### src/rtl/core/tpp_pkg.sv
// ----------------------------------------------------------------------------
// tpp_pkg
// Types and constants shared by the trapezoid position profile core.
// ----------------------------------------------------------------------------
package tpp_pkg;

   localparam int POS_BITS  = 32;
   localparam int FRAC_BITS = 16;
   localparam int PLAN_W    = POS_BITS + FRAC_BITS + 1;   // planned position
   localparam int DIFF_W    = PLAN_W + 1;                 // distance to target
   localparam int SPEED_W   = 24;
   localparam int ACCEL_W   = 20;
   localparam int VEL_W     = SPEED_W + 2;

   // digit-serial multiplier
   localparam int DIGIT_W   = 4;
   localparam int MUL_STEPS = (SPEED_W + DIGIT_W - 1) / DIGIT_W;
   localparam int STEP_CW   = $clog2(MUL_STEPS);
   localparam int DMAG_W    = 2 * SPEED_W;                // clamped |distance|
   localparam int VSQ_W     = 2 * SPEED_W;
   localparam int PROD_W    = ACCEL_W + DMAG_W;

   localparam logic [SPEED_W-1:0] SPEED_RESET = 24'd5315022;
   localparam logic [ACCEL_W-1:0] ACCEL_RESET = 20'd5154;

   // stream payload layout
   localparam int REQ_W    = 72;
   localparam int RSP_W    = 40;
   localparam int TGT_LSB  = 0;
   localparam int ACT_LSB  = POS_BITS;
   localparam int EN_BIT   = 2 * POS_BITS;
   localparam int MOV_BIT  = POS_BITS;

   localparam int CSR_AW   = 1;
   localparam int CSR_DW   = SPEED_W;

   typedef enum logic [CSR_AW-1:0] {
      CSR_SPEED_LIMIT = 1'b0,
      CSR_ACCEL_LIMIT = 1'b1
   } csr_index_type;

   typedef enum logic [2:0] {
      ST_IDLE,
      ST_DIFF,
      ST_MUL,
      ST_STEP,
      ST_MOVE,
      ST_SNAP,
      ST_OUT
   } state_type;

endpackage

### src/rtl/core/trapezoid_position_profile_core.sv
// ----------------------------------------------------------------------------
// trapezoid_position_profile_core
// Bang-bang phase-plane position planner, one planned position per item.
// Planning item: runs through DIFF, the radix-16 digit-serial multiplier
//   (MUL) that forms v*v and a*|D|, then STEP, MOVE, SNAP and OUT.
// Bypassed or already-aligned item: goes from DIFF straight to OUT.
// One item in work at a time; a finished result waits in OUT on rsp_tready.
// Synchronous reset: planner idle, limits back to their defaults.
// ----------------------------------------------------------------------------
module trapezoid_position_profile_core (
   input  logic                        clock,
   input  logic                        reset,
   input  logic                        req_tvalid,
   output logic                        req_tready,
   // [31:0] target_position, [63:32] actual_position, [64] profile_enable
   input  logic [tpp_pkg::REQ_W-1:0]   req_tdata,
   output logic                        rsp_tvalid,
   input  logic                        rsp_tready,
   // [31:0] planned_position, [32] moving
   output logic [tpp_pkg::RSP_W-1:0]   rsp_tdata,
   input  logic                        csr_we,
   input  logic [tpp_pkg::CSR_AW-1:0]  csr_addr,
   input  logic [tpp_pkg::CSR_DW-1:0]  csr_wdata
);
   import tpp_pkg::*;

   localparam int EXT_W = PLAN_W - POS_BITS - FRAC_BITS;
   localparam int QQ_W  = PLAN_W - FRAC_BITS;

   state_type state_ff, state_in;

   logic [SPEED_W-1:0]  speed_ff;
   logic [ACCEL_W-1:0]  accel_ff;
   logic                active_ff;
   logic                rsp_valid_ff;
   logic [RSP_W-1:0]    rsp_data_ff;

   logic [POS_BITS-1:0] target_ff, actual_ff;
   logic                enable_ff;
   logic                pass_ff;
   logic [PLAN_W-1:0]   plan_pos_ff;
   logic [VEL_W-1:0]    plan_vel_ff;
   logic                d_neg_ff, d_zero_ff;
   logic [DMAG_W-1:0]   dmag_ff;
   logic [SPEED_W-1:0]  vmag_ff, vdig_ff, adig_ff;
   logic [VSQ_W-1:0]    vsq_ff;
   logic [PROD_W-1:0]   ad_ff;
   logic [STEP_CW-1:0]  cnt_ff;

   logic rsp_free, rsp_load;

   // ---------------- distance and anchoring ----------------
   logic [DIFF_W-1:0]  tq_w, base_x, d_fwd, d_rev, d_mag;
   logic [PLAN_W-1:0]  anchor, base_w;
   logic [VEL_W-1:0]   vel_base, vel_neg;
   logic               aligned, d_neg;

   assign tq_w   = {{(EXT_W + 1){target_ff[POS_BITS-1]}}, target_ff, {FRAC_BITS{1'b0}}};
   assign anchor = {{EXT_W{actual_ff[POS_BITS-1]}}, actual_ff, {FRAC_BITS{1'b0}}};
   assign base_w = active_ff ? plan_pos_ff : anchor;
   assign base_x = {base_w[PLAN_W-1], base_w};
   // both directions in parallel, the sign picks one
   assign d_fwd  = tq_w - base_x;
   assign d_rev  = base_x - tq_w;
   assign d_neg  = d_fwd[DIFF_W-1];
   assign d_mag  = d_neg ? d_rev : d_fwd;
   assign aligned = !active_ff && (target_ff == actual_ff);

   assign vel_base = active_ff ? plan_vel_ff : '0;
   assign vel_neg  = -vel_base;

   // ---------------- digit-serial products ----------------
   logic [DIGIT_W-1:0]          vtop, atop;
   logic [SPEED_W+DIGIT_W-1:0]  vpart;
   logic [DMAG_W+DIGIT_W-1:0]   apart;

   assign vtop  = vdig_ff[SPEED_W-1 -: DIGIT_W];
   assign atop  = adig_ff[SPEED_W-1 -: DIGIT_W];
   assign vpart = vmag_ff * vtop;
   assign apart = dmag_ff * atop;

   // ---------------- velocity step ----------------
   logic             beyond, d_pos, v_neg, v_pos, v_up, v_dn;
   logic [VEL_W-1:0] a_ext, vmax_ext, vsum, vclamp;

   assign beyond = {ad_ff, 1'b0} > {{(PROD_W + 1 - VSQ_W){1'b0}}, vsq_ff};
   assign d_pos  = !d_neg_ff && !d_zero_ff;
   assign v_neg  = plan_vel_ff[VEL_W-1];
   assign v_pos  = !v_neg && (plan_vel_ff != '0);
   assign v_up   = (d_pos && (v_neg || beyond)) || (d_neg_ff && !(v_pos || beyond))
                   || (d_zero_ff && v_neg);
   assign v_dn   = (d_pos && !(v_neg || beyond)) || (d_neg_ff && (v_pos || beyond))
                   || (d_zero_ff && v_pos);
   assign a_ext    = {{(VEL_W - ACCEL_W){1'b0}}, accel_ff};
   assign vmax_ext = {{(VEL_W - SPEED_W){1'b0}}, speed_ff};

   always_comb begin
      priority if (v_up) begin
         vsum = plan_vel_ff + a_ext;
      end else if (v_dn) begin
         vsum = plan_vel_ff - a_ext;
      end else begin
         vsum = plan_vel_ff;
      end
      priority if ($signed(vsum) > $signed(vmax_ext)) begin
         vclamp = vmax_ext;
      end else if ($signed(vsum) < -$signed(vmax_ext)) begin
         vclamp = -vmax_ext;
      end else begin
         vclamp = vsum;
      end
   end

   // ---------------- position step and snap ----------------
   logic [PLAN_W:0]    psum;
   logic [PLAN_W-1:0]  psat;
   logic [DIFF_W-1:0]  rem;
   logic [VEL_W-1:0]   vabs;
   logic               rem_small, slow, snap;

   assign psum = {plan_pos_ff[PLAN_W-1], plan_pos_ff}
                 + {{(PLAN_W + 1 - VEL_W){plan_vel_ff[VEL_W-1]}}, plan_vel_ff};
   assign psat = (psum[PLAN_W] != psum[PLAN_W-1])
                 ? {psum[PLAN_W], {(PLAN_W - 1){~psum[PLAN_W]}}} : psum[PLAN_W-1:0];

   assign rem  = tq_w - {plan_pos_ff[PLAN_W-1], plan_pos_ff};
   // |rem| below one whole LSB: upper bits all zero, or all one with a nonzero fraction
   assign rem_small = (rem[DIFF_W-1:FRAC_BITS] == '0)
                      || ((&rem[DIFF_W-1:FRAC_BITS]) && (rem[FRAC_BITS-1:0] != '0));
   assign vabs = plan_vel_ff[VEL_W-1] ? -plan_vel_ff : plan_vel_ff;
   assign slow = vabs < a_ext;
   assign snap = rem_small && slow;

   // ---------------- result: truncate toward zero, saturate ----------------
   logic [PLAN_W-1:0]   qsum;
   logic [QQ_W-1:0]     qq;
   logic [POS_BITS-1:0] qsat, out_pos;

   assign qsum = plan_pos_ff
                 + {{(PLAN_W - FRAC_BITS){1'b0}}, {FRAC_BITS{plan_pos_ff[PLAN_W-1]}}};
   assign qq   = qsum[PLAN_W-1:FRAC_BITS];
   assign qsat = (qq[QQ_W-1] != qq[QQ_W-2])
                 ? {qq[QQ_W-1], {(POS_BITS - 1){~qq[QQ_W-1]}}} : qq[POS_BITS-1:0];
   assign out_pos = pass_ff ? target_ff : qsat;

   // ---------------- control ----------------
   assign rsp_free = !rsp_valid_ff || rsp_tready;

   always_comb begin
      state_in = state_ff;
      unique case (state_ff)
         ST_IDLE: if (req_tvalid) state_in = ST_DIFF;
         ST_DIFF: state_in = (!enable_ff || aligned) ? ST_OUT : ST_MUL;
         ST_MUL:  if (cnt_ff == STEP_CW'(MUL_STEPS - 1)) state_in = ST_STEP;
         ST_STEP: state_in = ST_MOVE;
         ST_MOVE: state_in = ST_SNAP;
         ST_SNAP: state_in = ST_OUT;
         ST_OUT:  if (rsp_free) state_in = ST_IDLE;
         default: state_in = ST_IDLE;
      endcase
   end

   always_comb begin
      req_tready = (state_ff == ST_IDLE);
      rsp_load   = (state_ff == ST_OUT) && rsp_free;
   end

   always_ff @(posedge clock) begin
      if (reset) begin
         state_ff     <= ST_IDLE;
         active_ff    <= 1'b0;
         rsp_valid_ff <= 1'b0;
         speed_ff     <= SPEED_RESET;
         accel_ff     <= ACCEL_RESET;
      end else begin
         state_ff <= state_in;
         if (csr_we) begin
            unique case (csr_index_type'(csr_addr))
               CSR_SPEED_LIMIT: speed_ff <= csr_wdata;
               CSR_ACCEL_LIMIT: accel_ff <= csr_wdata[ACCEL_W-1:0];
            endcase
         end
         if (state_ff == ST_DIFF) begin
            active_ff <= enable_ff && !aligned;
         end else if (state_ff == ST_SNAP && snap) begin
            active_ff <= 1'b0;
         end
         if (rsp_load) begin
            rsp_valid_ff <= 1'b1;
         end else if (rsp_tready) begin
            rsp_valid_ff <= 1'b0;
         end
      end
   end

   always_ff @(posedge clock) begin
      unique case (state_ff)
         ST_IDLE: begin
            if (req_tvalid) begin
               target_ff <= req_tdata[TGT_LSB +: POS_BITS];
               actual_ff <= req_tdata[ACT_LSB +: POS_BITS];
               enable_ff <= req_tdata[EN_BIT];
            end
         end
         ST_DIFF: begin
            if (!enable_ff) begin
               plan_vel_ff <= '0;
               pass_ff     <= 1'b1;
            end else if (aligned) begin
               plan_pos_ff <= anchor;
               plan_vel_ff <= '0;
               pass_ff     <= 1'b1;
            end else begin
               plan_pos_ff <= base_w;
               plan_vel_ff <= vel_base;
               pass_ff     <= 1'b0;
               d_neg_ff    <= d_neg;
               d_zero_ff   <= (d_fwd == '0);
               // any distance this far is beyond braking for a nonzero accel
               dmag_ff     <= (d_mag[DIFF_W-1:DMAG_W] != '0) ? '1 : d_mag[DMAG_W-1:0];
               vmag_ff     <= vel_base[VEL_W-1] ? vel_neg[SPEED_W-1:0]
                                                : vel_base[SPEED_W-1:0];
               vdig_ff     <= vel_base[VEL_W-1] ? vel_neg[SPEED_W-1:0]
                                                : vel_base[SPEED_W-1:0];
               adig_ff     <= {{(SPEED_W - ACCEL_W){1'b0}}, accel_ff};
               vsq_ff      <= '0;
               ad_ff       <= '0;
               cnt_ff      <= '0;
            end
         end
         ST_MUL: begin
            vsq_ff  <= (vsq_ff << DIGIT_W) + VSQ_W'(vpart);
            ad_ff   <= (ad_ff << DIGIT_W) + PROD_W'(apart);
            vdig_ff <= vdig_ff << DIGIT_W;
            adig_ff <= adig_ff << DIGIT_W;
            cnt_ff  <= cnt_ff + 1'b1;
         end
         ST_STEP: plan_vel_ff <= vclamp;
         ST_MOVE: plan_pos_ff <= psat;
         ST_SNAP: begin
            if (snap) begin
               plan_pos_ff <= tq_w[PLAN_W-1:0];
               plan_vel_ff <= '0;
            end
         end
         ST_OUT: begin
            if (rsp_load) begin
               rsp_data_ff <= {{(RSP_W - POS_BITS - 1){1'b0}}, active_ff, out_pos};
            end
         end
         default: ;
      endcase
   end

   assign rsp_tvalid = rsp_valid_ff;
   assign rsp_tdata  = rsp_data_ff;

endmodule

### config.mk
export PLATFORM = sky130hd
export DESIGN_NAME = trapezoid_position_profile_core
export DESIGN_NICKNAME = d
export VERILOG_FILES = /design/src/rtl/core/tpp_pkg.sv /design/src/rtl/core/trapezoid_position_profile_core.sv
export SDC_FILE = /design/constraint.sdc
export NUM_CORES = 2
export LEC_CHECK = 0
export ABC_AREA = 1
export BUFFER_PORTS_ARGS = -buffer_cell sky130_fd_sc_hd__clkbuf_2
export CORE_MARGIN = 2
export CORE_UTILIZATION = 47
export CTS_CLUSTER_DIAMETER = 30
export DETAILED_ROUTE_END_ITERATION = 8
export GPL_TIMING_DRIVEN = 0
export PLACE_DENSITY = 0.61
export SETUP_SLACK_MARGIN = 0.4
export SLEW_MARGIN = 10
export SYNTH_ARGS = -nofsm -noshare
export SYNTH_HDL_FRONTEND = slang
export SYNTH_SLANG_ARGS = --single-unit
### constraint.sdc
create_clock -name clock -period 12.4 [get_ports clock]
set_clock_uncertainty 0.15 [all_clocks]
set_input_delay 1.86 -clock clock [delete_from_list [all_inputs] [get_ports clock]]
set_output_delay 1.86 -clock clock [all_outputs]
set_load 0.01 [all_outputs]
Word level (Yosys, flattened, before mapping)
Cells that the tools add are included.

Output and inout bits: 42. Register bits: 464. Input port bits: 102.

Multiply operators: 2. Equal/unequal tests: 16. Bitwise gates (word level): 4. Mux-type cells: 45. Add/sub/neg operators: 14. Reductions and logical operators: 53. Magnitude comparators: 4.

Operators by type and width (count): 49-bit two-way mux (5); 26-bit two-way mux (9); 49-bit case mux with 3 select lines (1); 68-bit two-way mux (2); 68-bit case mux with 2 select lines (1); 24-bit two-way mux (5); 48-bit by 49-bit subtractor with 50-bit output (2); 48-bit two-way mux (2); 24-bit case mux with 2 select lines (2); 48-bit case mux with 2 select lines (1); 26-bit case mux with 3 select lines (1); 69-bit by 48-bit > comparator with 1-bit output (1); 68-bit by 52-bit adder with 68-bit output (1); 32-bit two-way mux (2); 48-bit by 4-bit multiplier with 52-bit output (1); 24-bit negator with 26-bit output (2); 49-bit by 26-bit adder with 50-bit output (1); 50-bit logical NOT (1); 50-bit two-way mux (1); 49-bit by 48-bit subtractor with 50-bit output (1); 49-bit by 16-bit adder with 49-bit output (1); 48-bit by 28-bit adder with 48-bit output (1); 34-bit logical NOT (1); 34-bit AND reduction (1); other kinds (30) (92).

Depth between registers and ports, before layout
Depth in word-level cells: 12. Gate-level depth with buffers: 39. Mapped depth without buffers: 38.

Worst setup path after synthesis
Ideal clock, no wire load.

Kind: reg2reg. From: reg active_ff. To: reg ad_ff[0], enable pin. Arrival: 8171 ps. Stages on the path, launching flop included: 12. Library setup time: 534 ps. Buffers on the path: 1. Setup slack: 3546 ps. Cell sequence: dfxtp_1 -> buf_2 -> clkinv_1 -> o21ai_0 -> a21oi_1 -> nand4_1 -> nor4_1 -> nand2_1 -> o41ai_1 -> nor2_1 -> inv_1 -> nand2_1.

Longest elaborated chain between the ends: 4.

RTL lines: start, declared (line trapezoid_position_profile_core.sv:34) `logic active_ff;`; start signal, assigned (line trapezoid_position_profile_core.sv:184) `active_ff <= enable_ff && !aligned;`; 1-bit logical NOT (line trapezoid_position_profile_core.sv:67) `assign aligned = !active_ff && (target_ff == actual_ff);`; 1-bit logical AND (line trapezoid_position_profile_core.sv:67); 2-bit inequality test (no line); 3-bit AND reduction (no line); end signal, assigned (line trapezoid_position_profile_core.sv:233) `ad_ff <= (ad_ff << DIGIT_W) + PROD_W'(apart);`; end, declared (line trapezoid_position_profile_core.sv:47) `logic [PROD_W-1:0] ad_ff;`.

Every way passes these cells. A chain may end at the register's enable or synchronous reset.

Final worst setup path
From: reg plan_vel_ff[10]. To: reg plan_vel_ff[8], data pin.

Longest elaborated chain between the ends: 12. Elaborated cells between the ends (all ways): 20. Classes of those cells: add/sub: 2; order compare: 2; mux: 5; reduce/logical: 11.

RTL lines: start, declared (line trapezoid_position_profile_core.sv:42) `logic [VEL_W-1:0] plan_vel_ff;`; start signal, assigned (line trapezoid_position_profile_core.sv:215) `plan_vel_ff <= vel_base;`; start signal, assigned (line trapezoid_position_profile_core.sv:238) `ST_STEP: plan_vel_ff <= vclamp;`; branches (longest 7 deep; another with 26-bit by 20-bit subtractor with 26-bit output); 26-bit two-way mux * (line trapezoid_position_profile_core.sv:98) `priority if (v_up) begin`; 26-bit < comparator (line trapezoid_position_profile_core.sv:107) `end else if ($signed(vsum) < -$signed(vmax_ext)) begin`; 26-bit two-way mux (line trapezoid_position_profile_core.sv:107); 26-bit two-way mux * (line trapezoid_position_profile_core.sv:105) `priority if ($signed(vsum) > $signed(vmax_ext)) begin`; 26-bit case mux with 3 select lines * (line trapezoid_position_profile_core.sv:197) `unique case (state_ff)`.

Every way passes the cells marked *.

==> impl_metrics.json <==
{
  "routed_via_density": 5.52,
  "placementRows": 119,
  "clk_pin_slew_worst_paths_ns": 0.05,
  "cp_slowest_stage_delay_ns": 0.65,
  "relSlewSlack": 0.185,
  "drt_iter0_markers": 4120,
  "dieArea_sq_um": 108000,
  "dp.cells": 8456,
  "numCtsBuffers": 118,
  "synth_seq_area_share": 0.271,
  "cp-end-kind": "flip-flop",
  "synth_compound_area_frac": 0.151,
  "yosys.area.top_type": "edfxtp_1",
  "ys_seq_elements": 464,
  "period_share": 0.556,
  "core-area_sq_um": 105000,
  "io_buffers": 129,
  "final_util": 0.537,
  "grt_overflow": 0,
  "grt_max_degree": 53,
  "ios": 144,
  "synth_cell_types": 75,
  "synth_flop_cell": "edfxtp_1",
  "drc": 0,
  "place_hpwl_um": 151000,
  "ys_warn_count": 0,
  "yosys-top-cells-area": "edfxtp_1 (25%), nand2_1 (13%), ha_1 (11%)",
  "critPathArrivalTime_ns": 7.19,
  "syn_area_sq_um": 49700,
  "cp_max_fo": 10,
  "synth_cells": 6921,
  "holdBufCountCts": 0,
  "clock_path_buffers": 3,
  "cts_setup_buffers": 0,
  "wl_um": 180000,
  "min_period_ns": 6.89,
  "final_cells": 8682,
  "synthAdderAreaFrac": 0.190,
  "synthMuxAreaShare": 0,
  "hold_slack_ns": 0.366,
  "crit_family": "simple AND/OR/NAND/NOR gates",
  "grt.total_usage": 0.330,
  "hp-class": "reg -> reg",
  "vias": 47900,
  "syn_avg_cell_area_sq_um": 7.18,
  "finalSetupViolCount": 0,
  "fp.dieW_um": 329,
  "layout-drive-gt1-share": 0.0724,
  "tightest_slew_ns": 1.22,
  "cp_num_buf_inv": 5,
  "synthXorXnorAreaFrac": 0.0400,
  "grt_pass1_vias": 46600,
  "filler_cell_count": 10500,
  "postRouteAntennaNets": 0,
  "h-tree-depth": 3,
  "drt_pass1_iterations": 8,
  "synth_top_family_by_area": "simple AND/OR/NAND/NOR gates",
  "drv_cap": 0,
  "cp_common_cell": "nand2_1",
  "path_class": "reg -> reg",
  "synth-simple-area-share": 0.244,
  "synth_edf_count": 415,
  "rsz0062_at_grt": "false",
  "synth.most_common_cell": "nand2_1",
  "cp.required_ns": 12.69,
  "grt_pass1_wl_um": 273000,
  "fp.dieH_um": 329,
  "antenna_found_initial": 3,
  "finalWeightedCongestion": 1.02,
  "cp-start-kind": "flip-flop",
  "cts_resized": 0,
  "cts.sinks": 464,
  "fmax_mhz": 145,
  "slowest_stage": "o21ai_0",
  "maxSlewViolCount": 0,
  "synth_top_area_share": 0.251,
  "wire_per_inst_um": 20.8,
  "area_growth_pct": 13.6,
  "status": "complete, no violations",
  "synthTopCellsByCount": "nand2_1 (1732), inv_1 (1108), nor2_1 (594)",
  "hold_violations": 0,
  "cts_tree": "built",
  "clockRootBuffer": "clkbuf_16",
  "initial_core_util": 0.473,
  "clk_latency_ns": 0.75,
  "async_reset_ff_frac": 0,
  "nets": 7917
}
[flip-flops by register name (all words and copies together) (netlist names), 3 cells and up]
name         flops
accel_ff        20
actual_ff       32
ad_ff           68
adig_ff         24
cnt_ff           3
dmag_ff         48
plan_pos_ff     49
plan_vel_ff     26
rsp_tdata       33
speed_ff        24
state_ff         3
target_ff       32
vdig_ff         24
vmag_ff         24
vsq_ff          48
[stage by stage]
stage / instance area [sq um] / setup WS [ns] / setup TNS, ns
finish: 56400 / 5.51 / 0
global route: 56400 / 5.08 / 0
CTS: 56400 / 5.62 / 0
detailed placement: 52300 / 5.64 / 0
global placement: 52100 / -0.939 / -149.88
floorplan: 49700 / 3.55 / 0
[worst paths after layout]
| path | from | to | slack, ns | cells after the start |
|---|---|---|---|---|
| max reg2reg | plan_vel_ff[10] | plan_vel_ff[8] | 5.51 | 30 |
| min reg2reg | vdig_ff[19] | vdig_ff[23] | 0.37 | 2 |
| max | plan_vel_ff[10] | plan_vel_ff[8] | 5.51 | 30 |
| min | vdig_ff[19] | vdig_ff[23] | 0.37 | 2 |
[layout by cell type, fill, tap and decap left out, types with 49 or more instances in the layout]
cell	Yosys	routed
inv_1	1108	1108
o21ai_0	449	449
a21oi_1	568	568
edfxtp_1	415	415
xor2_1	177	177
dfxtp_1	49	49
clkbuf_16	0	120
nand3_1	317	317
nand2_1	1732	1731
clkbuf_1	111	122
nor2_1	594	588
clkbuf_2	1	130
o21a_1	56	56
fa_1	210	210
ha_1	420	420
nor3_1	67	66
o21ai_1	58	58
nand4_1	88	88
[cells by family after synthesis]
logic type / Yosys count
flops: 464
xor+xnor: 226
compound gates: 1357
buf+inv: 1320
fa+ha+maj: 630
other cells: 1
simple gates: 2923
[cell type report]
cell class,count,area (sq um),share of cell area
well taps,1391,1740,0.0308
repair buffers,138,848,0.0150
inverters,1133,4260,0.0754
clock inverters,94,1050,0.0186
diodes,1,2.50,0.0000443
plain buffers,187,896,0.0159
clock buffers,131,3040,0.0539
flip-flops and latches,464,13400,0.238
multi-input cells,5143,31200,0.552
[tightest hold or removal path, cell delays in order (launching register included)]
cell and delay [ns]:
edfxtp_1 0.32, nand2_1 0.05, nand2_1 0.05
[per-layer routing]
metal  vias up  global-route usage  wire length, um
met2      1710               0.529            80600
met4         4               0.117             6920
met1     22600               0.451            80200
met5         -                   0               23
li1      23300                   -                -
met3       337              0.0540            12700
Power is not shown: default switching activity piles up to over one toggle a cycle in this logic, so the estimate is an artifact.
